**src/rtl/gepc_pkg.sv**
```systemverilog
package gepc_pkg;

    localparam int MAX_DIM   = 64;
    localparam int MAX_MOVES = 64;

    localparam int IDX_W   = $clog2(MAX_DIM);
    localparam int DIM_W   = $clog2(MAX_DIM + 1);
    localparam int MOVE_W  = $clog2(MAX_MOVES + 1);
    localparam int CNT_W   = 30;
    localparam int CFG_W   = 7;
    localparam int CFG_IDX_W = 2;
    localparam int ADDR_W  = 1 + 2 * IDX_W;

    localparam logic [CNT_W-1:0] PATH_MOD = CNT_W'(1000000007);

    localparam logic [CFG_IDX_W-1:0] CFG_ROWS  = 2'd0;
    localparam logic [CFG_IDX_W-1:0] CFG_COLS  = 2'd1;
    localparam logic [CFG_IDX_W-1:0] CFG_MOVES = 2'd2;

    // idle cycles between layers so the last writes land before the next reads
    localparam logic [1:0] DRAIN_LAST = 2'd2;

    typedef enum logic [1:0] {
        ST_IDLE,
        ST_SWEEP,
        ST_DRAIN,
        ST_DONE
    } seq_state_t;

    // one neighbor-pair read issued by the sequencer
    typedef struct packed {
        logic              first;
        logic              second;
        logic              on_a;
        logic              on_b;
        logic              zero_prev;
        logic              hit;
        logic [ADDR_W-1:0] wr_addr;
    } nbr_req_t;

    function automatic logic [CNT_W-1:0] mod_add(input logic [CNT_W-1:0] a,
                                                 input logic [CNT_W-1:0] b);
        logic [CNT_W:0] s;
        s = {1'b0, a} + {1'b0, b};
        if (s >= {1'b0, PATH_MOD})
            s = s - {1'b0, PATH_MOD};
        return s[CNT_W-1:0];
    endfunction

endpackage

```
**src/rtl/gepc_cell_adder.sv**
```systemverilog
module gepc_cell_adder import gepc_pkg::*; (
    input  logic              clk,
    input  logic              rst_n,
    input  logic              clear,
    input  nbr_req_t          req,
    input  logic [CNT_W-1:0]  rd_data_a,
    input  logic [CNT_W-1:0]  rd_data_b,
    output logic              wr_en,
    output logic [ADDR_W-1:0] wr_addr,
    output logic [CNT_W-1:0]  wr_data,
    output logic [CNT_W-1:0]  count
);

    nbr_req_t          req_reg;
    logic [CNT_W-1:0]  ud_reg;
    logic [CNT_W-1:0]  lr_reg;
    logic              wr_pend_reg;
    logic              hit_reg;
    logic [ADDR_W-1:0] wr_addr_reg;
    logic [CNT_W-1:0]  res_reg;

    logic [CNT_W-1:0] val_a;
    logic [CNT_W-1:0] val_b;
    logic [CNT_W-1:0] pair;
    logic [CNT_W-1:0] total;

    // off-grid neighbor counts one, the layer before the first is all zero
    always_comb
    begin
        if (!req_reg.on_a)
            val_a = CNT_W'(1);
        else if (req_reg.zero_prev)
            val_a = '0;
        else
            val_a = rd_data_a;
        if (!req_reg.on_b)
            val_b = CNT_W'(1);
        else if (req_reg.zero_prev)
            val_b = '0;
        else
            val_b = rd_data_b;
        pair  = mod_add(val_a, val_b);
        total = mod_add(ud_reg, lr_reg);
    end

    always_ff @(posedge clk or negedge rst_n)
    begin
        if (!rst_n)
        begin
            req_reg     <= '0;
            wr_pend_reg <= 1'b0;
        end
        else
        begin
            req_reg     <= req;
            wr_pend_reg <= req_reg.second;
        end
    end

    always_ff @(posedge clk)
    begin
        if (req_reg.first)
        begin
            ud_reg <= pair;
        end
        if (req_reg.second)
        begin
            lr_reg      <= pair;
            hit_reg     <= req_reg.hit;
            wr_addr_reg <= req_reg.wr_addr;
        end
        if (clear)
        begin
            res_reg <= '0;
        end
        else if (wr_pend_reg && hit_reg)
        begin
            res_reg <= total;
        end
    end

    assign wr_en   = wr_pend_reg;
    assign wr_addr = wr_addr_reg;
    assign wr_data = total;
    assign count   = res_reg;

endmodule

```
**config.mk**
```make
export PLATFORM = sky130hd
export DESIGN_NAME = gepc_cell_adder
export DESIGN_NICKNAME = d
export VERILOG_FILES = /design/src/rtl/gepc_pkg.sv /design/src/rtl/gepc_cell_adder.sv
export SDC_FILE = /design/constraint.sdc
export NUM_CORES = 1
export LEC_CHECK = 0
export ABC_AREA = 1
export BUFFER_PORTS_ARGS = -buffer_cell sky130_fd_sc_hd__buf_2
export CORE_MARGIN = 3
export CORE_UTILIZATION = 54
export DETAILED_ROUTE_END_ITERATION = 10
export PLACE_DENSITY_LB_ADDON = 0.25
export RECOVER_POWER = 25
export REMOVE_ABC_BUFFERS = 1
export SYNTH_ARGS = -nofsm -noshare
export SYNTH_HDL_FRONTEND = slang
export SYNTH_SLANG_ARGS = --single-unit
export TNS_END_PERCENT = 5
```
**constraint.sdc**
```tcl
create_clock -name clk -period 3.5 [get_ports clk]
set_clock_uncertainty 0.1 [all_clocks]
set_input_delay 0.175 -clock clk [delete_from_list [all_inputs] [get_ports clk]]
set_output_delay 0.175 -clock clk [all_outputs]
set_load 0.01 [all_outputs]
```
[Word level (Yosys, flattened, before mapping)]
Index checks and enable logic that the tools add are counted.
Cells by class
  add/subtract/negate cells: 4
  $lt $le $gt $ge: 2
  muxes and demuxes: 6
  reduce and logical (&&, ||, !) cells: 1
Operators by type and width (count)
  $mux 30: 6
  $add 30x30->31: 2
  $ge 31x30->1 const B: 2
  $sub 30x30->30 const B: 2
  $logic_and 1x1->1: 1
Storage, ports and cells
  flip-flop bits (word level): 124
  input bits: 82
  output and inout port bits: 74
  logic and storage cells: 26

[Depth between registers and ports, before layout]
Gate-level depths: netlist of run 1.
  depth after elaboration: 5
  mapped depth: 27
  mapped depth without buffers: 27

[Least setup slack after synthesis of run 1]
No wires, ideal clock.
  kind: reg2reg
  start: register req_reg[14] (netlist bit)
  end: register lr_reg[14], data pin
  library setup time: 257 ps
  arrival time: 3143 ps
  data required time: 3143 ps
  slack: 1 ps
  stages on the path, launching flop included: 25
  path buffers: 2
  clock period less this slack: 3499 ps
  cells stage by stage: dfrtp_1 -> inv_1 -> nand2_1 -> clkbuf_1 -> nor2_1 -> ha_1 -> nand2_2 -> nor2_1 -> inv_1 -> nor2_1 -> nand2_1 -> nand2_1 -> nand2_1 -> nand2_1 -> xnor2_2 -> nand2_2 -> nor2_1 -> nand2_1 -> nor2_1 -> nand2_2 -> nand3_4 -> buf_6 -> nand2_1 -> nand2_1 -> nand2_1
On the way
  cells in the longest elaborated chain, start to end: 5
RTL lines
  start: declaration: line gepc_cell_adder.sv:14  | nbr_req_t req_reg;
  start signal: assignment: line gepc_cell_adder.sv:55  | req_reg <= req;
  $mux 30, on equally long branches: line gepc_cell_adder.sv:32, gepc_cell_adder.sv:38
  $mux 30, on equally long branches: line gepc_cell_adder.sv:30, gepc_cell_adder.sv:36
  $add 30x30->31 *: line gepc_pkg.sv:44  | s = {1'b0, a} + {1'b0, b};
  $sub 30x30->30 / $ge 31x30->1 (equally long branches): line gepc_pkg.sv:46, gepc_pkg.sv:45
  $mux 30 *: line gepc_pkg.sv:45  | if (s >= {1'b0, PATH_MOD})
  via pair[14]: line gepc_cell_adder.sv:24  | logic [CNT_W-1:0] pair;
  end signal: assignment: line gepc_cell_adder.sv:68  | lr_reg <= pair;
  end: declaration: line gepc_cell_adder.sv:16  | logic [CNT_W-1:0] lr_reg;
Mark *: on every way through the listed nets, which the timed path passes. The rest lies on a longest branch.
A chain may end at the register's enable or synchronous reset.

[Worst setup path after layout of run 1]
  start: register ud_reg[0]
  end: output wr_data[14]
On the way
  cells in the longest elaborated chain, start to end: 3
RTL lines
  start: declaration: line gepc_cell_adder.sv:15  | logic [CNT_W-1:0] ud_reg;
  start signal: assignment: line gepc_cell_adder.sv:64  | ud_reg <= pair;
  $add 30x30->31 *: line gepc_pkg.sv:44
  $sub 30x30->30 / $ge 31x30->1 (equally long branches): line gepc_pkg.sv:46, gepc_pkg.sv:45
  $mux 30 *: line gepc_pkg.sv:45
  end: declaration: line gepc_cell_adder.sv:10  | output logic [CNT_W-1:0] wr_data,
Every way passes the cells marked *; elsewhere a longest branch is shown, timed or not.

==> results.py, run 1 <==
metrics = {
    "outcome": {
        "status": "complete, but fails checks",
        "failed_checks": "negative setup slack",
    },
    "cells_and_area": {
        "stdcell_area_mm2": 0.0172,
        "drive_above_1_share": 0.333,
        "fin_cells": 2600,
        "synthToLayoutAreaGrowth_pct": 45.9,
        "layout.nets": 2458,
        "antenna_cells": 0,
    },
    "logic_synthesis": {
        "ys_ff_latch": 124,
        "yosysWarnings": 0,
        "synth_edf_count": 74,
        "async_reset_ff_frac": 0.161,
        "synth_ff_type": "edfxtp_1",
        "yosysTopAreaCell": "nand2_1",
        "synth_cell_types": 43,
        "syn_area_per_cell_um2": 6.21,
        "synthesis.instances": 1899,
        "ys_seq_area_frac": 0.282,
        "yosys-top-cells-area": "nand2_1 (20%), edfxtp_1 (19%), inv_1 (9.8%)",
        "syn-cell-area_mm2": 0.0118,
        "synth_top_area_frac": 0.199,
    },
    "floorplan": {
        "design.core.area_mm2": 0.0212,
        "start_util": 0.556,
        "ios": 156,
        "die_area_mm2": 0.0237,
        "die_h_um": 154,
        "die_x_um": 154,
        "fp-row-count": 53,
    },
    "setup_path": {
        "crit_path_frequent_cell": "nand2_2",
        "crit_path_top_delay_cell": "edfxtp_1",
        "cpPeakStageDelay_ns": 0.38,
        "crit_chain": "ha_4 -> inv_2 -> fa_2 -> inv_2 -> nand2_2 -> nand2_2 -> inv_1 -> nand3_4 -> nand3_2 -> nor2_4 -> nand3_2 -> nand2_2 -> nand2_2 -> nand2_2 -> nand2_4 -> nand2_4 -> nand2_4 -> nand2_4 -> nand3_4 -> buf_4 -> buf_12 -> o21ai_2 -> nand2_1 -> buf_2",
        "path_max_fanout": 6,
        "path_class": "flop to primary output",
        "crit_buf_inv": 6,
        "cp.required_ns": 3.22,
        "worst_ep_arrival_time_ns": 3.47,
        "critPathTopFamily": "simple AND/OR/NAND/NOR gates",
        "cp-start-kind": "flop",
        "critPathCaptureType": "primary output",
    },
    "sta": {
        "finalSetupViolations": 90,
        "min_period_over_period": 1.07,
        "setup_slack_ns": -0.248,
        "maxSlewHeadroom": 0.106,
        "fmax_mhz": 267,
        "tightestPinTransition_ns": 1.34,
        "drv_slew": 0,
        "hold_violations": 0,
        "rsz0062_at_grt": "true",
        "period_needed_ns": 3.75,
    },
    "grt": {
        "grt_usage": 0.308,
        "grt_overflow": 0,
        "grt_pass1_vias": 12964,
        "grt_pass1_wl_um": 60300,
        "antenna_found_initial": 0,
        "grt_max_degree": 46,
    },
    "placed_design": {
        "place.gp.congestion": 0.973,
        "placed_area_mm2": 0.0142,
        "dpl.cell_count": 2478,
        "dp.final_hpwl_um": 27700,
        "io_buffers": 155,
    },
    "power": {
        "combPwrFrac": 0.454,
        "clkPwrFrac": 0.291,
        "peakVddDrop_mv": 0.330,
        "total_leakage_power_nw": 9.05,
        "switching_power_mw": 2.61,
        "switching_share": 0.378,
        "p_seq_frac": 0.256,
        "p_int_mw": 4.29,
        "powerDensity_mw_per_mm2": 400,
    },
    "route": {
        "drtIter0Drc": 1034,
        "ant_nets": 0,
        "drc": 0,
        "drt-pass1-iter-count": 7,
        "via_per_inst": 5.39,
        "routedWlPerCell_um": 15.7,
        "wl_um": 40800,
        "vias": 14003,
    },
    "clock_network": {
        "clk_path_buf_depth": 2,
        "cts_tree": "yes",
        "clock_sinks": 124,
        "clk_pin_slew_worst_paths_ns": 0.07,
        "clk_latency_ns": 0.44,
        "cts-root-buf": "clkbuf_16",
        "htree_num_levels": 4,
        "cts_buffers": 17,
    },
    "min_path": {
        "hold_class": "input pin to flop",
    },
    "job": {
        "maxCapViolations": 0,
    },
}
## kinds of logic (layout without fill, tap and decap cells)
kind of cell | after synthesis | after routing | synth area share
adder cells (fa/ha/maj) | 64 | 64 | 0.0692
buffers and inverters | 341 | 767 | 0.114
AND/OR/NAND/NOR | 1172 | 1172 | 0.422
XOR/XNOR | 46 | 46 | 0.0431
AO/OA/AOI/OAI | 152 | 152 | 0.0696
flip-flops | 124 | 124 | 0.282
## synthesized netlist by cell type, types with 16 or more instances
library cell  number
o21ai_0           30
edfxtp_1          74
nand2_1          625
nand2_2           25
inv_1            308
o21ai_1           38
dfrtp_1           20
nand3_1          166
a21oi_1           65
xor2_1            25
nor2_1           256
nor2_2            16
dfxtp_1           30
nand4_1           39
ha_1              62
## worst paths after layout
kind | startpoint | endpoint | slack, ns | cells after the start
max | ud_reg[0]$_DFFE_PP_ | wr_data[14] | -0.25 | 24
min | clear | count[23]$_SDFFE_PP0P_ | 0.20 | 4
max reg2reg | req_reg[14]$_DFF_PN0_ | ud_reg[2]$_DFFE_PP_ | -0.21 | 20
min reg2reg | req_reg[3]$_DFF_PN0_ | wr_addr[3]$_DFFE_PP_ | 0.31 | 0
max in group asynchronous | rst_n | req_reg[17]$_DFF_PN0_ | 1.94 | 2
min in group asynchronous | rst_n | req_reg[7]$_DFF_PN0_ | 0.47 | 2
## power by group through the flow
stage | clock, mW | combinational (mW) | sequential, mW
2_1_floorplan | 0 | 1.40 | 1.78
3_3_place_gp | 0 | 2.23 | 1.76
3_5_place_dp | 0 | 2.28 | 1.76
4_1_cts | 1.99 | 2.62 | 1.75
5_1_grt | 2.07 | 3.38 | 1.77
6_report | 2.00 | 3.13 | 1.76
## routing by layer
| metal | up-vias | wire [um] | track usage |
|---|---|---|---|
| met5 | - | 0 | 0 |
| met4 | 0 | 2530 | 0.171 |
| met3 | 180 | 2340 | 0.0343 |
| met2 | 660 | 20800 | 0.567 |
| met1 | 6334 | 15100 | 0.345 |
| li1 | 6829 | - | - |
## layout by cell type (no fill, tap or decap), types with 4 or more instances in the layout
master / instances
a21oi_2: 24
buf_12: 9
nand2_2: 108
inv_2: 16
nand3_4: 10
a31oi_1: 4
dfxtp_1: 30
o21ai_0: 27
nor2_2: 42
a21oi_1: 43
nor2_1: 203
nand3b_1: 12
xor2_1: 24
nand3_1: 131
nor3_1: 11
buf_16: 4
nand3_2: 33
ha_4: 24
dfrtp_1: 19
buf_2: 143
buf_6: 24
edfxtp_1: 74
ha_1: 36
bufinv_16: 5
buf_4: 213
o21ai_2: 6
inv_1: 295
dlygate4sd3_1: 20
nand4_1: 39
nor2_4: 28
xor2_2: 6
nand2_4: 24
o21ai_1: 35
xnor2_1: 10
nand2_1: 519
clkbuf_16: 20
o21bai_1: 4
## what timing repair did
action / 4_1_cts / 5_1_grt
hold buffers: 20 / 0
endpoints found under the hold margin: 39 / 0
setup endpoints to repair: 94 / 107
gates cloned: 4 / 4
buffers inserted: 38 / 26
pin swaps: 46 / 76
resized for setup: 184 / 210
## layout make-up
cell class | instances | area (um2)
timing repair buffer | 422 | 3210
fill | 1479 | 4000
sequential | 124 | 3320
tap | 275 | 344
multi-input combinational | 1434 | 8520
clock buffer | 19 | 433
clock inverter | 13 | 214
inverter | 313 | 1170
## worst min-delay path, delay by kind of cell
kind	cells	cell delay, ns
buffers and inverters	2	0.31
AND/OR/NAND/NOR	2	0.21
## per-stage QoR
| step | total power, mW | setup slack (ns) | hold WS, ns | TNS [ns] | utilization |
|---|---|---|---|---|---|
| after global routing | 7.23 | -0.395 | 0.252 | -28.76 | 0.811 |
| after global placement | 3.99 | -0.285 | 0.0874 | -12.80 | 0.667 |
| after CTS | 6.36 | -0.162 | 0.190 | -5.16 | 0.760 |
| after detailed placement | 4.04 | -0.327 | 0.0931 | -14.85 | 0.667 |
| after floorplan | 3.18 | -0.226 | -0.221 | -11.47 | - |
| final | 6.89 | -0.248 | 0.205 | -13.28 | 0.811 |
Note: power is estimated with default switching activity, not from simulation.
==> run 2: changes to the inputs <==
Settings changed: CORE_MARGIN 3 to 5, CORE_UTILIZATION 54 to 41.
==> results.py, run 2 (synthesized netlist as in run 1, its figures left out) <==
metrics = {
    "clock_network": {
        "htree_num_levels": 4,
        "clk_latency_ns": 0.43,
        "cts_buffers": 17,
        "clk_pin_slew_worst_paths_ns": 0.06,
        "clk_path_buf_depth": 2,
        "clock_sinks": 124,
        "cts_tree": "yes",
        "cts-root-buf": "clkbuf_16",
    },
    "sta": {
        "hold_slack_ns": 0.205,
        "drv_slew": 0,
        "fmax_mhz": 273,
        "finalSetupViolations": 90,
        "rsz0062_at_grt": "true",
        "tightestPinTransition_ns": 1.34,
        "hold_violations": 0,
        "period_needed_ns": 3.66,
        "min_period_over_period": 1.05,
        "setup_slack_ns": -0.161,
        "maxSlewHeadroom": 0.108,
        "setup_tns_ns": -8.30,
    },
    "min_path": {
        "holdPathEnd": "count[1]$_SDFFE_PP0P_",
        "hold_depth": 4,
        "hold_class": "input pin to flop",
        "hp-start": "clear",
    },
    "placed_design": {
        "dp.final_hpwl_um": 27700,
        "place.gp.congestion": 0.928,
        "dpl.cell_count": 2608,
        "io_buffers": 155,
    },
    "grt": {
        "grt_max_degree": 46,
        "antenna_found_initial": 0,
        "grt_pass1_wl_um": 58400,
        "grt_pass1_vias": 12722,
        "grt_usage": 0.213,
        "grt_overflow": 0,
    },
    "setup_path": {
        "crit_chain": "ha_2 -> inv_2 -> fa_2 -> inv_4 -> nand3_4 -> nand2_4 -> nand2_2 -> nand2_2 -> buf_4 -> nand2_2 -> nand3_2 -> nand2_4 -> nand2_2 -> nand2_2 -> a21oi_2 -> nand2_2 -> nand2_4 -> buf_8 -> buf_6 -> nand4_1 -> nand2_2 -> inv_1 -> buf_2",
        "critPathCaptureType": "primary output",
        "crit_path_frequent_cell": "nand2_2",
        "worst_ep_arrival_time_ns": 3.39,
        "r2r_cells": 22,
        "worst_r2r_endpoint": "ud_reg[24]$_DFFE_PP_",
        "r2r-start": "req_reg[16]$_DFF_PN0_",
        "cp-start-kind": "flop",
        "path_class": "flop to primary output",
        "path_max_fanout": 7,
        "cpPeakStageDelay_ns": 0.36,
        "rrSetupSlack_ns": -0.13,
        "crit_path_top_delay_cell": "fa_2",
        "cp.required_ns": 3.22,
        "crit_buf_inv": 7,
        "critPathTopFamily": "simple AND/OR/NAND/NOR gates",
    },
    "cells_and_area": {
        "layout_commonest_cell": "nand2_1",
        "synthToLayoutAreaGrowth_pct": 44.3,
        "fin_cells": 2714,
        "final_util": 0.596,
        "layout.nets": 2463,
        "layout_common_cells": "nand2_1 (532), inv_1 (300), buf_4 (232), nor2_1 (216), buf_2 (139)",
        "ff_latch_area_mm2": 0.00332,
        "antenna_cells": 0,
        "fillers": 2684,
        "drive_above_1_share": 0.320,
        "multi_input_area_mm2": 0.00829,
    },
    "route": {
        "ant_nets": 0,
        "routedWlPerCell_um": 13.4,
        "drc": 0,
        "vias": 13125,
        "drt-pass1-iter-count": 6,
        "wl_um": 36300,
        "drtIter0Drc": 663,
        "via_per_inst": 4.84,
    },
    "outcome": {
        "failed_checks": "negative setup slack",
        "status": "complete, but fails checks",
    },
    "power": {
        "powerDensity_mw_per_mm2": 382,
        "total_leakage_power_nw": 8.95,
        "peakVddDrop_mv": 0.307,
    },
    "floorplan": {
        "die_x_um": 180,
        "design.core.area_mm2": 0.0285,
        "die_area_mm2": 0.0323,
        "fp-row-count": 62,
        "start_util": 0.413,
        "die_h_um": 180,
        "ios": 156,
    },
    "job": {
        "maxCapViolations": 0,
    },
}
[run 2: changes by cell type in the layout (fill, tap and decap cells not counted), moves of 5 or more]
| cell | change |
|---|---|
| nor2_4 | -10 |
| nand2_1 | +13 |
| nor2_1 | +13 |
| inv_2 | -6 |
| nand2_4 | -11 |
| buf_4 | +19 |
| inv_1 | +5 |
[run 2: layout make-up]
class / count / area share
inverter: 313 / 0.0691
sequential: 124 / 0.195
timing repair buffer: 426 / 0.186
clock buffer: 19 / 0.0254
multi-input combinational: 1435 / 0.487
clock inverter: 13 / 0.00977
tap: 384 / 0.0282
[run 2: worst max path at each step]
| stage | start | cells past startpoint | end | slack (ns) |
|---|---|---|---|---|
| floorplan | req_reg[14]$_DFF_PN0_ | 17 | lr_reg[0]$_DFFE_PP_ | -0.23 |
| global placement | req_reg[15]$_DFF_PN0_ | 19 | lr_reg[19]$_DFFE_PP_ | -0.25 |
| detailed placement | req_reg[14]$_DFF_PN0_ | 20 | ud_reg[24]$_DFFE_PP_ | -0.30 |
| CTS | ud_reg[0]$_DFFE_PP_ | 22 | wr_data[13] | -0.14 |
| global route | req_reg[15]$_DFF_PN0_ | 22 | lr_reg[3]$_DFFE_PP_ | -0.40 |
| finish | ud_reg[0]$_DFFE_PP_ | 23 | wr_data[29] | -0.16 |
[run 2: metal layers]
layer / share of wire / vias to the layer above / GRT usage
met1: 0.41 / 5903 / 0.247
met4: 0.040 / 0 / 0.101
met3: 0.034 / 85 / 0.0293
met2: 0.52 / 305 / 0.386
met5: 0 / - / 0
li1: - / 6832 / -
[run 2: power breakdown]
group / switching, mW / total (mW) / leakage (nW) / internal (mW)
combinational: 1.64 / 2.95 / 7.42 / 1.30
sequential: 0.0744 / 1.76 / 1.24 / 1.69
clock: 0.678 / 1.80 / 0.284 / 1.12
total: 2.40 / 6.51 / 8.95 / 4.11
[run 2: stage by stage]
stage	instance area (um2)	setup WS, ns	power, mW
after floorplan	11600	-0.226	3.18
after global placement	14400	-0.250	4.03
after detailed placement	14400	-0.295	4.07
after CTS	16100	-0.136	6.14
after global routing	17000	-0.402	6.93
final	17000	-0.161	6.51
[run 2: what timing repair did]
item,CTS,global route
buffers inserted,18,30
hold buffers,20,0
gates resized for setup,160,175
cloned,5,1
pin swaps,60,88
endpoints found under the hold margin,39,0
setup endpoints to repair,90,101
[run 2: worst min-delay path, stage by stage]
cell	delay, ns
buf_2	0.27
nor2_1	0.15
o21ai_1	0.06
inv_1	0.04
